==> src/design/spc_pkg.sv <==
// Shared types and constants for the seam path counter.
package spc_pkg;

    localparam int MAX_COLS  = 256;
    localparam int MAX_ROWS  = 20;

    localparam int ROWS_W    = 8;
    localparam int GCOLS_W   = 9;
    localparam int CELL_W    = 40;
    localparam int COUNT_W   = 39;
    localparam int COLS_W    = $clog2(MAX_COLS + 1);
    localparam int CMP_W     = (COLS_W > GCOLS_W) ? COLS_W : GCOLS_W;
    localparam int ROW_IDX_W = (MAX_ROWS > 1) ? $clog2(MAX_ROWS) : 1;
    localparam int ACC_W     = CELL_W + 1;

    localparam logic [COUNT_W-1:0] COUNT_MAX = {COUNT_W{1'b1}};

    typedef enum logic [1:0] {
        ST_OK    = 2'd0,
        ST_EMPTY = 2'd1,
        ST_ROWS  = 2'd2
    } t_status;

    // One column count moving down the chain.
    typedef struct packed {
        logic              valid;
        logic              last;
        logic [CELL_W-1:0] data;
    } t_word;

endpackage

==> src/design/spc_accum.sv <==
// Sums the tapped row stream with saturation to the count width.
module spc_accum (
    input  logic                        i_clk,
    input  logic                        i_rst_n,
    input  logic                        i_start,
    input  spc_pkg::t_word               i_word,
    output logic                        o_done,
    output logic [spc_pkg::COUNT_W-1:0] o_count
);
    import spc_pkg::*;

    logic [COUNT_W-1:0] r_acc;
    logic               r_sat;
    logic               r_done;
    logic [ACC_W-1:0]   sum;

    assign sum = ACC_W'(r_acc) + ACC_W'(i_word.data);

    always_ff @(posedge i_clk) begin
        if (!i_rst_n) begin
            r_done <= 1'b0;
            r_sat  <= 1'b0;
            r_acc  <= '0;
        end else begin
            r_done <= !i_start && i_word.valid && i_word.last;
            if (i_start) begin
                r_acc <= '0;
                r_sat <= 1'b0;
            end else if (i_word.valid) begin
                if (sum > ACC_W'(COUNT_MAX)) begin
                    r_sat <= 1'b1;
                end else begin
                    r_acc <= sum[COUNT_W-1:0];
                end
            end
        end
    end

    assign o_done  = r_done;
    assign o_count = r_sat ? COUNT_MAX : r_acc;

endmodule

==> config.mk <==
export PLATFORM = sky130hd
export DESIGN_NAME = spc_accum
export DESIGN_NICKNAME = d
export VERILOG_FILES = /design/src/design/spc_pkg.sv /design/src/design/spc_accum.sv
export SDC_FILE = /design/constraint.sdc
export NUM_CORES = 1
export LEC_CHECK = 0
export ABC_CLOCK_PERIOD_IN_PS = 10450
export BUFFER_PORTS_ARGS = -buffer_cell sky130_fd_sc_hd__buf_2
export CORE_MARGIN = 2
export CORE_UTILIZATION = 61
export CTS_CLUSTER_SIZE = 8
export DETAILED_ROUTE_END_ITERATION = 6
export MAX_ROUTING_LAYER = met4
export PLACE_DENSITY = 0.95
export SYNTH_ARGS = -nofsm -noshare
export SYNTH_HDL_FRONTEND = slang
export SYNTH_SLANG_ARGS = --single-unit
==> constraint.sdc <==
create_clock -name i_clk -period 10.45 [get_ports i_clk]
set_clock_uncertainty 0.2 [all_clocks]
set_input_delay 2.09 -clock i_clk [delete_from_list [all_inputs] [get_ports i_clk]]
set_output_delay 2.09 -clock i_clk [all_outputs]
set_load 0.01 [all_outputs]
==> out/qor.csv <==
metric,value,unit
antenna_cells,0,
area_growth_syn_to_layout,12.72,%
syn_nets,638,
internal-power,323.0,uW
grt_overflow,0,
period_share,0.5239,
final_max_slew_viol_count,0,
dr.pass1.iters,5,
drive_gt1_frac,0.2553,
critPathKind,in -> reg,
rsz0062_at_grt,false,
cp-end-kind,register,
placed_area,0.004501,mm^2
leakagePower,0.002183,uW
place_inst,684,
worst_pin_slew,1.188,ns
maxCapViolCount,0,
layout.cells.non_filler,692,
core.rowCount,29,
tritoncts,yes,
drc,0,
fin_tns_setup,0,ns
wl,11.56,mm
drtIter0Drc,361,
synth_cell_types,59,
cts_setup_buffers,0,
first_global_vias,4242,
syn_area,0.004111,mm^2
comb_power_share,0.325,
dp_slack,4.722,ns
arrival,5.50,ns
ctsResizeCount,0,
grt_first_pass_wirelength,18.81,mm
avgSynthCellArea,7.435,um^2
cp-start-kind,input pin,
swShare,0.3305,
fmax,182.7,MHz
start_util,0.6402,
ant_nets,0,
grt_usage,0.3168,
port_buffers,84,
postSynth.asyncResetShare,0,
grt_max_degree,41,
syn_inst,553,
antenna_found_initial,0,
hold_viol_final,0,
p_switching,159.5,uW
coreArea,0.006422,mm^2
seqPwrFrac,0.350,
cts.sinks,41,
postLayoutCellArea,0.004634,mm^2
root_buffer,clkbuf_8,
seq_area_frac_synth,0.1996,
synth-edff-count,0,
cts_hold_buffers,0,
required,10.48,ns
peakVddDrop,0.07332,mV
power_frac_clock,0.326,
crit_fanout,21,
synth-seq-cells,41,
die_y,86.10,um
clk_transition_reported_paths,0.08,ns
ios,85,
clk_path_buf_depth,2,
cts-buffers-inserted,5,
fillerInstances,535,
ys_warn_count,0,
ys.flop_type,dfxtp_1,
via_per_inst,6.507,
die_w,86.10,um
finalCriticalPeriod,5.475,ns
setup_violations,0,
clkLatencyLatePin,0.30,ns
die_area,0.007412,mm^2
min_path_type,reg -> reg,
setup_slack,4.975,ns
nNetsFinal,699,
power_density,104.1,mW/mm^2
cts_max_level,2,
status,completed,
place_congestion,0.9739,
dpl.hpwl,8.425,mm
wl_per_cell,16.71,um
vias,4503,
maxSlewHeadroom,0.2067,
[synthesized netlist by cell type, types with 10 or more instances]
cell      instances  share of area
a21o_1           16          0.029
a21oi_1          82           0.10
clkbuf_1         18          0.016
dfxtp_1          41           0.20
ha_1             39           0.12
inv_1            11          0.010
nand2_1          32          0.029
nand3_1          40          0.049
nand4_1          10          0.015
nor2_1           24          0.022
o21ai_0          48          0.058
o21ai_1          10          0.012
or2_2            42          0.064
xnor2_1          17          0.036
xor2_1           15          0.032
[cells in the final DEF (no fill, tap or decap), types with 8 or more instances in the layout]
cell,count
or2_2,42
nand3_1,40
xor2_1,15
nand4_1,10
o21ai_1,9
dfxtp_1,41
o21ai_0,48
a21o_1,16
buf_2,84
a211oi_1,8
nand2_1,32
nor2_1,24
inv_1,11
a21oi_1,81
ha_1,39
xnor2_1,17
[layout make-up]
cell class	count	area (um^2)	share of cell area
inverters	11	41.29	0.008909
well taps	77	96.34	0.02079
clock buffers	5	68.82	0.01485
multi-input cells	467	3092	0.6671
flip-flops and latches	41	820.8	0.1771
repair buffers	88	450.4	0.09719
clock inverters	3	65.06	0.01404
[critical path, cell delays in order]
cell	delay (ns)
buf_2	0.10
ha_1	0.38
a21oi_2	0.22
o21ai_0	0.15
a211oi_1	0.66
o21ai_0	0.20
a221o_1	0.38
o21ai_2	0.64
buf_4	0.38
o21ai_0	0.12
a21oi_1	0.16
[routing by layer]
layer / vias to the layer above / part of all wire / track usage
met5: - / 0 / -
met4: 0 / 0.016 / 0.1082
met3: 24 / 0.077 / 0.05101
met2: 232 / 0.49 / 0.5433
met1: 2099 / 0.42 / 0.3750
li1: 2148 / - / -
[logic make-up after synthesis]
kind of cell | share of synthesized area
AOI/OAI and AO/OA | 0.3278
xor gates and xnor gates | 0.06817
adders and majority gates | 0.1236
buffers and inverters | 0.05021
DFF | 0.1996
muxes | 0.003347
and+or+nand+nor | 0.2273
[flip-flops by register name, summed over array words and instances (netlist names)]
name	cells
r_sat	1
r_acc	39
o_done	1
[metrics by stage]
stage            util  hold slack, ns  power [uW]
6_report       0.7216          0.2964       482.5
5_1_grt        0.7216          0.3180       504.7
4_1_cts        0.7216          0.2985       479.5
3_5_place_dp   0.7008          0.2862       325.3
3_3_place_gp   0.7008          0.2699       320.9
2_1_floorplan       -          0.2577       284.1
[path summary, 6_finish.rpt]
check	from	to	slack, ns	cells past startpoint
hold reg to reg	r_acc[9]	r_acc[9]	0.30	2
setup reg to reg	r_acc[18]	r_acc[0]	6.54	10
hold / removal	r_acc[9]	r_acc[9]	0.30	2
setup / recovery	i_word[18]	r_acc[0]	4.98	11
[power by group through the flow]
stage | logic, uW | registers [uW] | clock network, uW
3_5_place_dp | 153 | 172 | 0
5_1_grt | 171 | 170 | 163
6_report | 157 | 169 | 157
4_1_cts | 154 | 169 | 157
2_1_floorplan | 115 | 169 | 0
3_3_place_gp | 149 | 172 | 0
Note: power is estimated with default switching activity, not from simulation.
