## src/design/spc_pkg.sv

```systemverilog
// Shared types and constants for the seam path counter.
package spc_pkg;

    localparam int MAX_COLS  = 256;
    localparam int MAX_ROWS  = 20;

    localparam int ROWS_W    = 8;
    localparam int GCOLS_W   = 9;
    localparam int CELL_W    = 40;
    localparam int COUNT_W   = 39;
    localparam int COLS_W    = $clog2(MAX_COLS + 1);
    localparam int CMP_W     = (COLS_W > GCOLS_W) ? COLS_W : GCOLS_W;
    localparam int ROW_IDX_W = (MAX_ROWS > 1) ? $clog2(MAX_ROWS) : 1;
    localparam int ACC_W     = CELL_W + 1;

    localparam logic [COUNT_W-1:0] COUNT_MAX = {COUNT_W{1'b1}};

    typedef enum logic [1:0] {
        ST_OK    = 2'd0,
        ST_EMPTY = 2'd1,
        ST_ROWS  = 2'd2
    } t_status;

    // One column count moving down the chain.
    typedef struct packed {
        logic              valid;
        logic              last;
        logic [CELL_W-1:0] data;
    } t_word;

endpackage

```

## src/design/spc_cell.sv

```systemverilog
// One row cell: turns a stream of counts of the row above into this row's counts.
module spc_cell (
    input  logic          i_clk,
    input  logic          i_rst_n,
    input  spc_pkg::t_word i_word,
    output spc_pkg::t_word o_word
);
    import spc_pkg::*;

    logic              r_have;
    logic              r_pend;
    logic [CELL_W-1:0] r_prev;
    logic [CELL_W-1:0] r_cur;
    t_word             r_out;

    always_ff @(posedge i_clk) begin
        if (!i_rst_n) begin
            r_have      <= 1'b0;
            r_pend      <= 1'b0;
            r_out.valid <= 1'b0;
            r_out.last  <= 1'b0;
        end else begin
            r_out.valid <= r_pend || (i_word.valid && r_have);
            r_out.last  <= r_pend;
            if (r_pend) begin
                // last column: no right neighbor
                r_out.data  <= r_prev + r_cur;
                r_pend      <= 1'b0;
                r_have      <= 1'b0;
            end else if (i_word.valid) begin
                if (r_have) begin
                    r_out.data  <= r_prev + r_cur + i_word.data;
                    r_prev      <= r_cur;
                end else begin
                    r_prev <= '0;
                end
                r_cur  <= i_word.data;
                r_have <= 1'b1;
                r_pend <= i_word.last;
            end
        end
    end

    assign o_word = r_out;

endmodule

```

## config.mk

```make
export PLATFORM = sky130hd
export DESIGN_NAME = spc_cell
export DESIGN_NICKNAME = d
export VERILOG_FILES = /design/src/design/spc_pkg.sv /design/src/design/spc_cell.sv
export SDC_FILE = /design/constraint.sdc
export NUM_CORES = 1
export LEC_CHECK = 0
export ABC_AREA = 1
export BUFFER_PORTS_ARGS = -buffer_cell sky130_fd_sc_hd__buf_2
export CORE_MARGIN = 8
export CORE_UTILIZATION = 35
export DETAILED_ROUTE_END_ITERATION = 8
export GPL_ROUTABILITY_DRIVEN = 0
export PLACE_DENSITY = 0.63
export SYNTH_ARGS = -nofsm -noshare
export SYNTH_HDL_FRONTEND = slang
export SYNTH_SLANG_ARGS = --single-unit
```

## constraint.sdc

```tcl
create_clock -name i_clk -period 7.8 [get_ports i_clk]
set_input_delay 1.56 -clock i_clk [delete_from_list [all_inputs] [get_ports i_clk]]
set_output_delay 1.56 -clock i_clk [all_outputs]
set_load 0.03 [all_outputs]
```

==> flow_summary.toml, run 1 <==
[run_status]
outcome = "complete, no violations"

[power]
power_density_nw_per_um2 = 214
combPwrFrac_pct = 33.4
seq_power_share_pct = 33.0
p_leak_uw = 0.00540
p_int_uw = 1570
peakVddDrop_mv = 0.135
clkPwrFrac_pct = 33.7
p_switching_uw = 898
sw_frac_of_total_pct = 36.4
p_total_uw = 2470

[floorplanning]
die_area_um2 = 34400
die_h_um = 185
pin_count = 86
die_x_um = 185
initial_utilization_pct = 35.3
fp-row-count = 62
core_um2 = 28500

[global_routing]
grt_pass1_vias = 9518
grt_busiest_layer = "met2"
grt_pass1_wl_mm = 49.7
overflow = 0
antenna_found_initial = 0
met3_usage_pct = 3.22
met2_usage_pct = 30.2
grt_max_degree = 82
grt_use_total_pct = 18.9
gr-usage-met1_pct = 24.6

[finish]
postLayoutCellArea_um2 = 11500
layout-drive-gt1-share_pct = 11.8
multi_input_area_um2 = 5690
nets = 1579
fillers = 2969
syn_to_final_growth_pct = 14.7
antenna_cells = 0
final-seq-area_um2 = 3680

[synth]
syn_area_per_cell_um2 = 7.41
synth_top_area_share_pct = 35.9
synthTopCellsByArea = "edfxtp_1 36%, nand2_1 15%, ha_1 11%"
synth_flop_cell = "edfxtp_1"
synthTopCellsByCount = "412 x nand2_1, 159 x inv_1, 130 x nor2_1, 120 x edfxtp_1, 97 x a21oi_1"
yosysMostFrequentCell = "nand2_1"
yosys.area.top_type = "edfxtp_1"
synth_edf_count = 120
synth_seq_area_share_pct = 36.7
ys_types = 45
synth-seq-cells = 124
ys_warn_count = 0
async_reset_ff_share_pct = 0
netlist_instances = 1354
netlist_area_um2 = 10000
synth_fp_nets = 1486

[place]
pre_cts_ws_ns = 3.57
dpl.hpwl_mm = 25.2
io_buffer_count = 85
postPlaceCellArea_um2 = 10900

[critical_path]
r2r_cells = 26
worstReg2RegStart = "r_cur[0]$_DFFE_PP_"
end_kind = "register"
crit_path_max_fanout = 5
cp.required_ns = 7.99
cp_common_cell = "nand2_1"
r2r_end = "o_word[30]$_DFFE_PP_"
critPathMaxStageDelay_ns = 0.41
cp-start-kind = "register"
cp_slowest_cell = "fa_1"
r2r_setup_slack_ns = 3.54
crit_arrival_ns = 4.45
worst-setup-path-type = "register to register"

[min_path]
whs_endpoint = "o_word[41]$_SDFF_PN0_"
worst_hold_path_type = "register to register"
hold_depth = 2
hold_start = "r_have$_SDFFE_PP0P_"

[route]
drc_errors = 0
drtIter0Drc = 884
avgRoutedWirePerCell_um = 17.1
routed_wl_mm = 31.5
ant_nets = 0
dr_total_vias = 9548
viasPerCell = 5.18
dr.pass1.iters = 6

[clock_tree]
clk_pin_slew_ns = 0.06
htree_levels = 4
clk_latency_ns = 0.44
post_cts_buffers = 0
cts_root_buf = "clkbuf_16"
cts-buffers-inserted = 17
cts_repair_resize_count = 0
cts_tree = "built"
clock_sinks = 124
hold_buffers = 0
clockBufferDepth = 2

[sta]
fin_worst_hold_slack_ns = 0.510
rsz0062_at_grt = "no"
fmax_mhz = 235
drv_slew = 0
relSlewSlack_pct = 24.3
finalCriticalPeriod_ns = 4.26
skew_ns = 0.0114
worstMarginPinSlew_ns = 1.13
setup_viol = 0
setup_tns_ns = 0
final-hold-violation-count = 0
fin_crit_sh_pct = 54.7
setup_ws_ns = 3.54

[job]
cap_violations = 0
[stage by stage]
stage | utilization [%] | cells
after detailed placement | 38.3 | 1812
after CTS | 40.4 | 1844
after global routing | 40.4 | 1844
final | 40.4 | 1844
after global placement | 38.3 | 1812
after floorplan | - | 1354
[power by group through the flow]
stage               clock network (µW)  logic (µW)  registers [µW]
floorplan                            0         546             859
global placement                     0         803             826
detailed placement                   0         807             826
CTS                                840         815             813
global route                       863         919             817
finish                             831         823             813
[flip-flops by register name (all words and copies together) (netlist names)]
signal	count
o_word	42
r_pend	1
r_have	1
r_prev	40
r_cur	40
[worst max path at each step]
stage / from / cells after the start / slack, ns / endpoint
final: r_cur[0]$_DFFE_PP_ / 26 / 3.54 / o_word[30]$_DFFE_PP_
after global routing: r_cur[0]$_DFFE_PP_ / 26 / 3.13 / o_word[30]$_DFFE_PP_
after CTS: r_cur[0]$_DFFE_PP_ / 24 / 3.55 / o_word[34]$_DFFE_PP_
after detailed placement: r_cur[0]$_DFFE_PP_ / 24 / 3.57 / o_word[34]$_DFFE_PP_
after global placement: r_cur[0]$_DFFE_PP_ / 24 / 3.56 / o_word[34]$_DFFE_PP_
after floorplan: i_rst_n / 2 / 2.27 / r_cur[0]$_DFFE_PP_
[per-layer routing]
metal,part of all wire (%),vias to the layer above
met1,45,4436
met2,44,352
met4,3.9,0
met5,0,-
li1,-,4682
met3,6.6,78
[kinds of logic after synthesis]
logic type      count (synthesis)  share of synthesized area [%]
compound gates                205                           11.5
xor+xnor                       30                           2.77
fa+ha+maj                      88                           11.1
buf+inv                       176                           6.68
flops                         124                           36.7
simple gates                  731                           31.2
[worst max-delay path: cells and delay by family, from the launching register on]
| family | cells | cell delay, ns |
|---|---|---|
| buf+inv | 3 | 0.31 |
| simple gates | 20 | 2.26 |
| fa+ha+maj | 3 | 1.08 |
| flops | 1 | 0.35 |
[area by class of cell]
| cell class | count | area share (%) |
|---|---|---|
| multi-input cells | 1054 | 49.4 |
| flip-flops and latches | 124 | 32.0 |
| inverters | 162 | 5.28 |
| well taps | 384 | 4.17 |
| repair buffers | 88 | 3.89 |
| clock buffers | 17 | 3.69 |
| clock inverters | 15 | 1.51 |
[cells in the final DEF, fill, tap and decap left out, types with 7 or more instances in the layout]
cell type and count:
a21oi_1 97, and2_1 19, buf_2 85, clkbuf_16 17, edfxtp_1 120, ha_1 86
inv_1 159, nand2_1 411, nand2_2 21, nand3_1 86, nand3b_1 10, nand4_1 17
nor2_1 129, nor2_2 7, nor3_1 10, o21a_1 9, o21ai_0 60, o21bai_1 12
xnor2_1 12, xor2_1 16
Note: power is estimated with default switching activity, not from simulation.
==> inputs of run 2 (changes only) <==
- clock period: 7.8 -> 4 ns (I/O delays scaled with it)
==> flow_summary.toml, run 2 (synthesized netlist as in run 1, its figures left out) <==
[sta]
final-hold-violation-count = 0
fmax_mhz = 263
worstMarginPinSlew_ns = 1.10
setup_tns_ns = 0
setup_viol = 0
drv_slew = 0
skew_ns = 0.0145
relSlewSlack_pct = 26.5
fin_crit_sh_pct = 94.9
rsz0062_at_grt = "yes"
finalCriticalPeriod_ns = 3.80

[clock_tree]
cts_root_buf = "clkbuf_16"
cts-buffers-inserted = 17
clockBufferDepth = 2
htree_levels = 4
clk_latency_ns = 0.44
cts_tree = "built"
clock_sinks = 124
clk_pin_slew_ns = 0.07

[finish]
nets = 1588
fillers = 2933
antenna_cells = 0
largest_reg_flops = 42
syn_to_final_growth_pct = 17.7
final-seq-area_um2 = 3680
multi_input_area_um2 = 5910
final_common_cell = "nand2_1"
layout-drive-gt1-share_pct = 15.4
layout_common_cells = "407 x nand2_1, 159 x inv_1, 120 x edfxtp_1"

[critical_path]
worst-setup-path-type = "register to register"
crit_path_max_fanout = 5
crit_arrival_ns = 3.98
end_kind = "register"
cp-start-kind = "register"
cp.required_ns = 4.18

[global_routing]
grt_use_total_pct = 18.6
overflow = 0
grt_pass1_wl_mm = 49.2
grt_pass1_vias = 9252
grt_max_degree = 82
antenna_found_initial = 0

[min_path]
worst_hold_path_type = "register to register"

[route]
routed_wl_mm = 31.9
dr.pass1.iters = 6
dr_total_vias = 9526
ant_nets = 0
highest_layer = "met4"
drtIter0Drc = 979
wl_met1_mm = 14.4
avgRoutedWirePerCell_um = 17.2
viasPerCell = 5.14
drc_errors = 0
wl_met2_mm = 14.5
wl_met3_mm = 2.23

[floorplanning]
core_um2 = 28500
die_area_um2 = 34400
pin_count = 86
die_x_um = 185
die_h_um = 185
initial_utilization_pct = 35.3
fp-row-count = 62

[power]
p_total_uw = 4950
p_leak_uw = 0.00545
peakVddDrop_mv = 0.190
power_density_nw_per_um2 = 419

[place]
io_buffer_count = 85
dpl.hpwl_mm = 25.1

[run_status]
outcome = "complete, no violations"

[job]
cap_violations = 0
## run 2: changes by cell type in the layout (fill, tap and decap cells not counted), sizes merged
cell	delta
inv	-1
clkinv	-1
clkinvlp	-3
bufinv	+1
clkbuf	+3
buf	+9
## run 2: path summary, 6_finish.rpt
path / from / slack (ns) / cells after the start / to
worst max-delay path: r_cur[18]$_DFFE_PP_ / 0.20 / 20 / o_word[35]$_DFFE_PP_
worst min-delay path: r_pend$_SDFF_PP0_ / 0.49 / 1 / r_pend$_SDFF_PP0_
worst max register to register: r_cur[18]$_DFFE_PP_ / 0.20 / 20 / o_word[35]$_DFFE_PP_
worst min register to register: r_pend$_SDFF_PP0_ / 0.49 / 1 / r_pend$_SDFF_PP0_
## run 2: critical path, stage by stage (launching register included)
cell      delay (ns)
edfxtp_1        0.41
ha_1            0.43
nand2_1         0.16
nor2_2          0.21
nand2_1         0.10
nor2_1          0.21
nand3_1         0.19
nand3_1         0.12
nand2_1         0.06
and2_1          0.16
ha_1            0.32
buf_4           0.14
nand2_1         0.09
nor2_2          0.16
nand2_1         0.11
nor2_2          0.16
nand4_1         0.18
nand3_1         0.13
nand2_1         0.05
nand3_1         0.06
nand2_1         0.09
## run 2: layer usage
layer | global-route usage [%] | up-vias
met5 | 0 | -
met4 | 6.11 | 0
met3 | 3.26 | 46
met2 | 30.1 | 355
met1 | 24.9 | 4423
li1 | - | 4702
## run 2: layout make-up
type / count / area share (%)
clock buffer: 20 / 3.70
clock inverter: 11 / 1.44
inverter: 162 / 5.15
multi-input combinational: 1054 / 50.1
sequential: 124 / 31.2
tap: 384 / 4.07
timing repair buffer: 97 / 4.37
## run 2: metrics by stage
stage	worst slack, ns	utilization, %	cell area, µm²	cells	hold slack, ns
final	0.204	41.5	11800	1852	0.493
after floorplan	0.609	-	10000	1354	0.511
after global placement	0.129	38.5	11000	1818	0.480
after global routing	-0.00712	41.5	11800	1852	0.528
after detailed placement	0.0830	38.5	11000	1818	0.483
after CTS	0.0632	40.6	11600	1849	0.493
## run 2: power breakdown
| group | internal, µW | total, µW | switching (µW) |
|---|---|---|---|
| logic | 574 | 1700 | 1130 |
| clock network | 1040 | 1660 | 624 |
| registers | 1550 | 1580 | 30.2 |
| total | 3170 | 4950 | 1780 |
## run 2: timing repair
action,CTS,global route
setup endpoints to repair,0,20
gates resized for setup,0,56
setup buffers,0,3
endpoints found under the hold margin,0,0
hold buffers,0,0
==> inputs of run 3 (changes only) <==
- BUFFER_PORTS_ARGS: -buffer_cell sky130_fd_sc_hd__buf_2 -> -buffer_cell sky130_fd_sc_hd__buf_4
==> flow_summary.toml, run 3 (synthesized netlist as in run 1, its figures left out) <==
[route]
avgRoutedWirePerCell_um = 17.5
viasPerCell = 5.17
dr.pass1.iters = 5
drtIter0Drc = 961
routed_wl_mm = 32.4
dr_total_vias = 9579
drc_errors = 0
ant_nets = 0

[sta]
skew_ns = 0.0128
relSlewSlack_pct = 24.1
finalCriticalPeriod_ns = 3.83
fin_crit_sh_pct = 95.8
worstMarginPinSlew_ns = 1.14
final-hold-violation-count = 0
fmax_mhz = 261
rsz0062_at_grt = "yes"
setup_viol = 0
drv_slew = 0

[global_routing]
overflow = 0
grt_max_degree = 82
antenna_found_initial = 0
grt_pass1_vias = 9328
grt_use_total_pct = 19.0
grt_pass1_wl_mm = 49.7

[floorplanning]
initial_utilization_pct = 35.3
core_um2 = 28500
die_area_um2 = 34400
pin_count = 86
die_x_um = 185
die_h_um = 185
fp-row-count = 62

[place]
io_buffer_count = 85
dp.cells = 1818
dpl.hpwl_mm = 25.4
postPlaceCellArea_um2 = 11200

[critical_path]
cp_slowest_cell = "edfxtp_1"
crit_path_start = "r_cur[4]$_DFFE_PP_"
cp.required_ns = 4.18
crit_buf_inv = 0
end_kind = "register"
crit_path_max_fanout = 5
cp-start-kind = "register"
crit_arrival_ns = 4.01
cp_common_cell = "nand2_1"
critPathTopFamily = "simple AND/OR/NAND/NOR gates"
worstReg2RegStart = "r_cur[4]$_DFFE_PP_"
critPathMaxStageDelay_ns = 0.44
worst-setup-path-type = "register to register"
cp_cell_sequence = "ha_2 -> nand2_2 -> nor2_1 -> nand3_1 -> nand2_2 -> a21oi_2 -> o21ai_2 -> nand2_1 -> nand2_1 -> nand2_1 -> and2_1 -> ha_1 -> nand2_1 -> nor2_2 -> nand2_1 -> nor2_2 -> nand4_1 -> nand3_1 -> nand2_1 -> nand3_1 -> nand2_1"

[clock_tree]
htree_levels = 4
clock_sinks = 124
clockBufferDepth = 2
clk_pin_slew_ns = 0.07
cts_tree = "built"
clk_latency_ns = 0.45
cts-buffers-inserted = 17
cts_root_buf = "clkbuf_16"
hold_buffers = 0

[finish]
fillers = 2863
nets = 1587
layout_common_cells = "406 x nand2_1, 159 x inv_1, 120 x edfxtp_1"
final_common_cell = "nand2_1"
antenna_cells = 0
instances_no_fill = 1852
syn_to_final_growth_pct = 19.8
postLayoutCellArea_um2 = 12000
multi_input_area_um2 = 5980
layout-drive-gt1-share_pct = 16.0
final-seq-area_um2 = 3680
largest_reg_flops = 42

[power]
p_leak_uw = 0.00549
power_density_nw_per_um2 = 402
peakVddDrop_mv = 0.279

[job]
cap_violations = 0

[min_path]
worst_hold_path_type = "register to register"
hold_start = "r_pend$_SDFF_PP0_"

[run_status]
outcome = "complete, no violations"
## run 3: cell types whose count changed in the layout (fill, tap and decap cells not counted), moves of 2 or more
cell | previous run | this run
buf_2 | 85 | 0
buf_4 | 12 | 96
bufinv_16 | 4 | 1
clkbuf_1 | 3 | 1
clkinvlp_4 | 2 | 5
ha_1 | 68 | 66
ha_4 | 7 | 9
nand2_4 | 0 | 2
o21ai_0 | 60 | 57
o21ai_1 | 3 | 6
## run 3: worst paths after layout
path | slack [ns] | depth (start not counted) | to
worst max-delay path | 0.17 | 21 | o_word[35]$_DFFE_PP_
worst min-delay path | 0.49 | 1 | r_pend$_SDFF_PP0_
worst max register to register | 0.17 | 21 | o_word[35]$_DFFE_PP_
worst min register to register | 0.49 | 1 | r_pend$_SDFF_PP0_
## run 3: layout make-up
type / instances / area share [%]
multi-input cells: 1054 / 49.7
flip-flops and latches: 124 / 30.6
repair buffers: 96 / 5.99
inverters: 162 / 5.06
well taps: 384 / 4.00
clock buffers: 18 / 3.57
clock inverters: 14 / 1.03
## run 3: through the flow
step / hold slack, ns / util [%] / TNS (ns) / total power, µW / setup slack, ns
final: 0.488 / 42.2 / 0 / 4840 / 0.169
after global routing: 0.505 / 42.2 / -0.0214 / 5080 / -0.0214
after CTS: 0.491 / 41.2 / 0 / 4750 / 0.0380
after detailed placement: 0.483 / 39.2 / 0 / 3240 / 0.0222
after global placement: 0.482 / 39.2 / 0 / 3230 / 0.125
after floorplan: 0.511 / - / 0 / 2740 / 0.609
## run 3: per-layer routing
metal  share of wire, %  global-route usage [%]  up-vias
met1                 45                    25.4     4464
li1                   -                       -     4703
met3                6.7                    3.04       72
met2                 45                    30.4      340
met5                  0                       0        -
met4                2.7                    7.01        0
## run 3: report_power, final
group	switching (µW)	internal (µW)
registers	33.8	1550
logic	1130	612
clock network	654	852
total	1820	3020
## run 3: repair_timing
item,in CTS,in global routing
hold endpoints to repair,0,0
gates resized for setup,1,72
endpoints found under the setup margin,1,22
pin swaps,0,12
buffers inserted,0,2
## run 3: worst register-to-register path, stage by stage, from the launching register on
cell and delay, ns:
edfxtp_1 0.44, ha_2 0.42, nand2_2 0.14, nor2_1 0.11, nand3_1 0.10, nand2_2 0.16
a21oi_2 0.10, o21ai_2 0.21, nand2_1 0.10, nand2_1 0.07, nand2_1 0.07, and2_1 0.16
ha_1 0.37, nand2_1 0.15, nor2_2 0.15, nand2_1 0.11, nor2_2 0.15, nand4_1 0.20
nand3_1 0.14, nand2_1 0.05, nand3_1 0.07, nand2_1 0.10
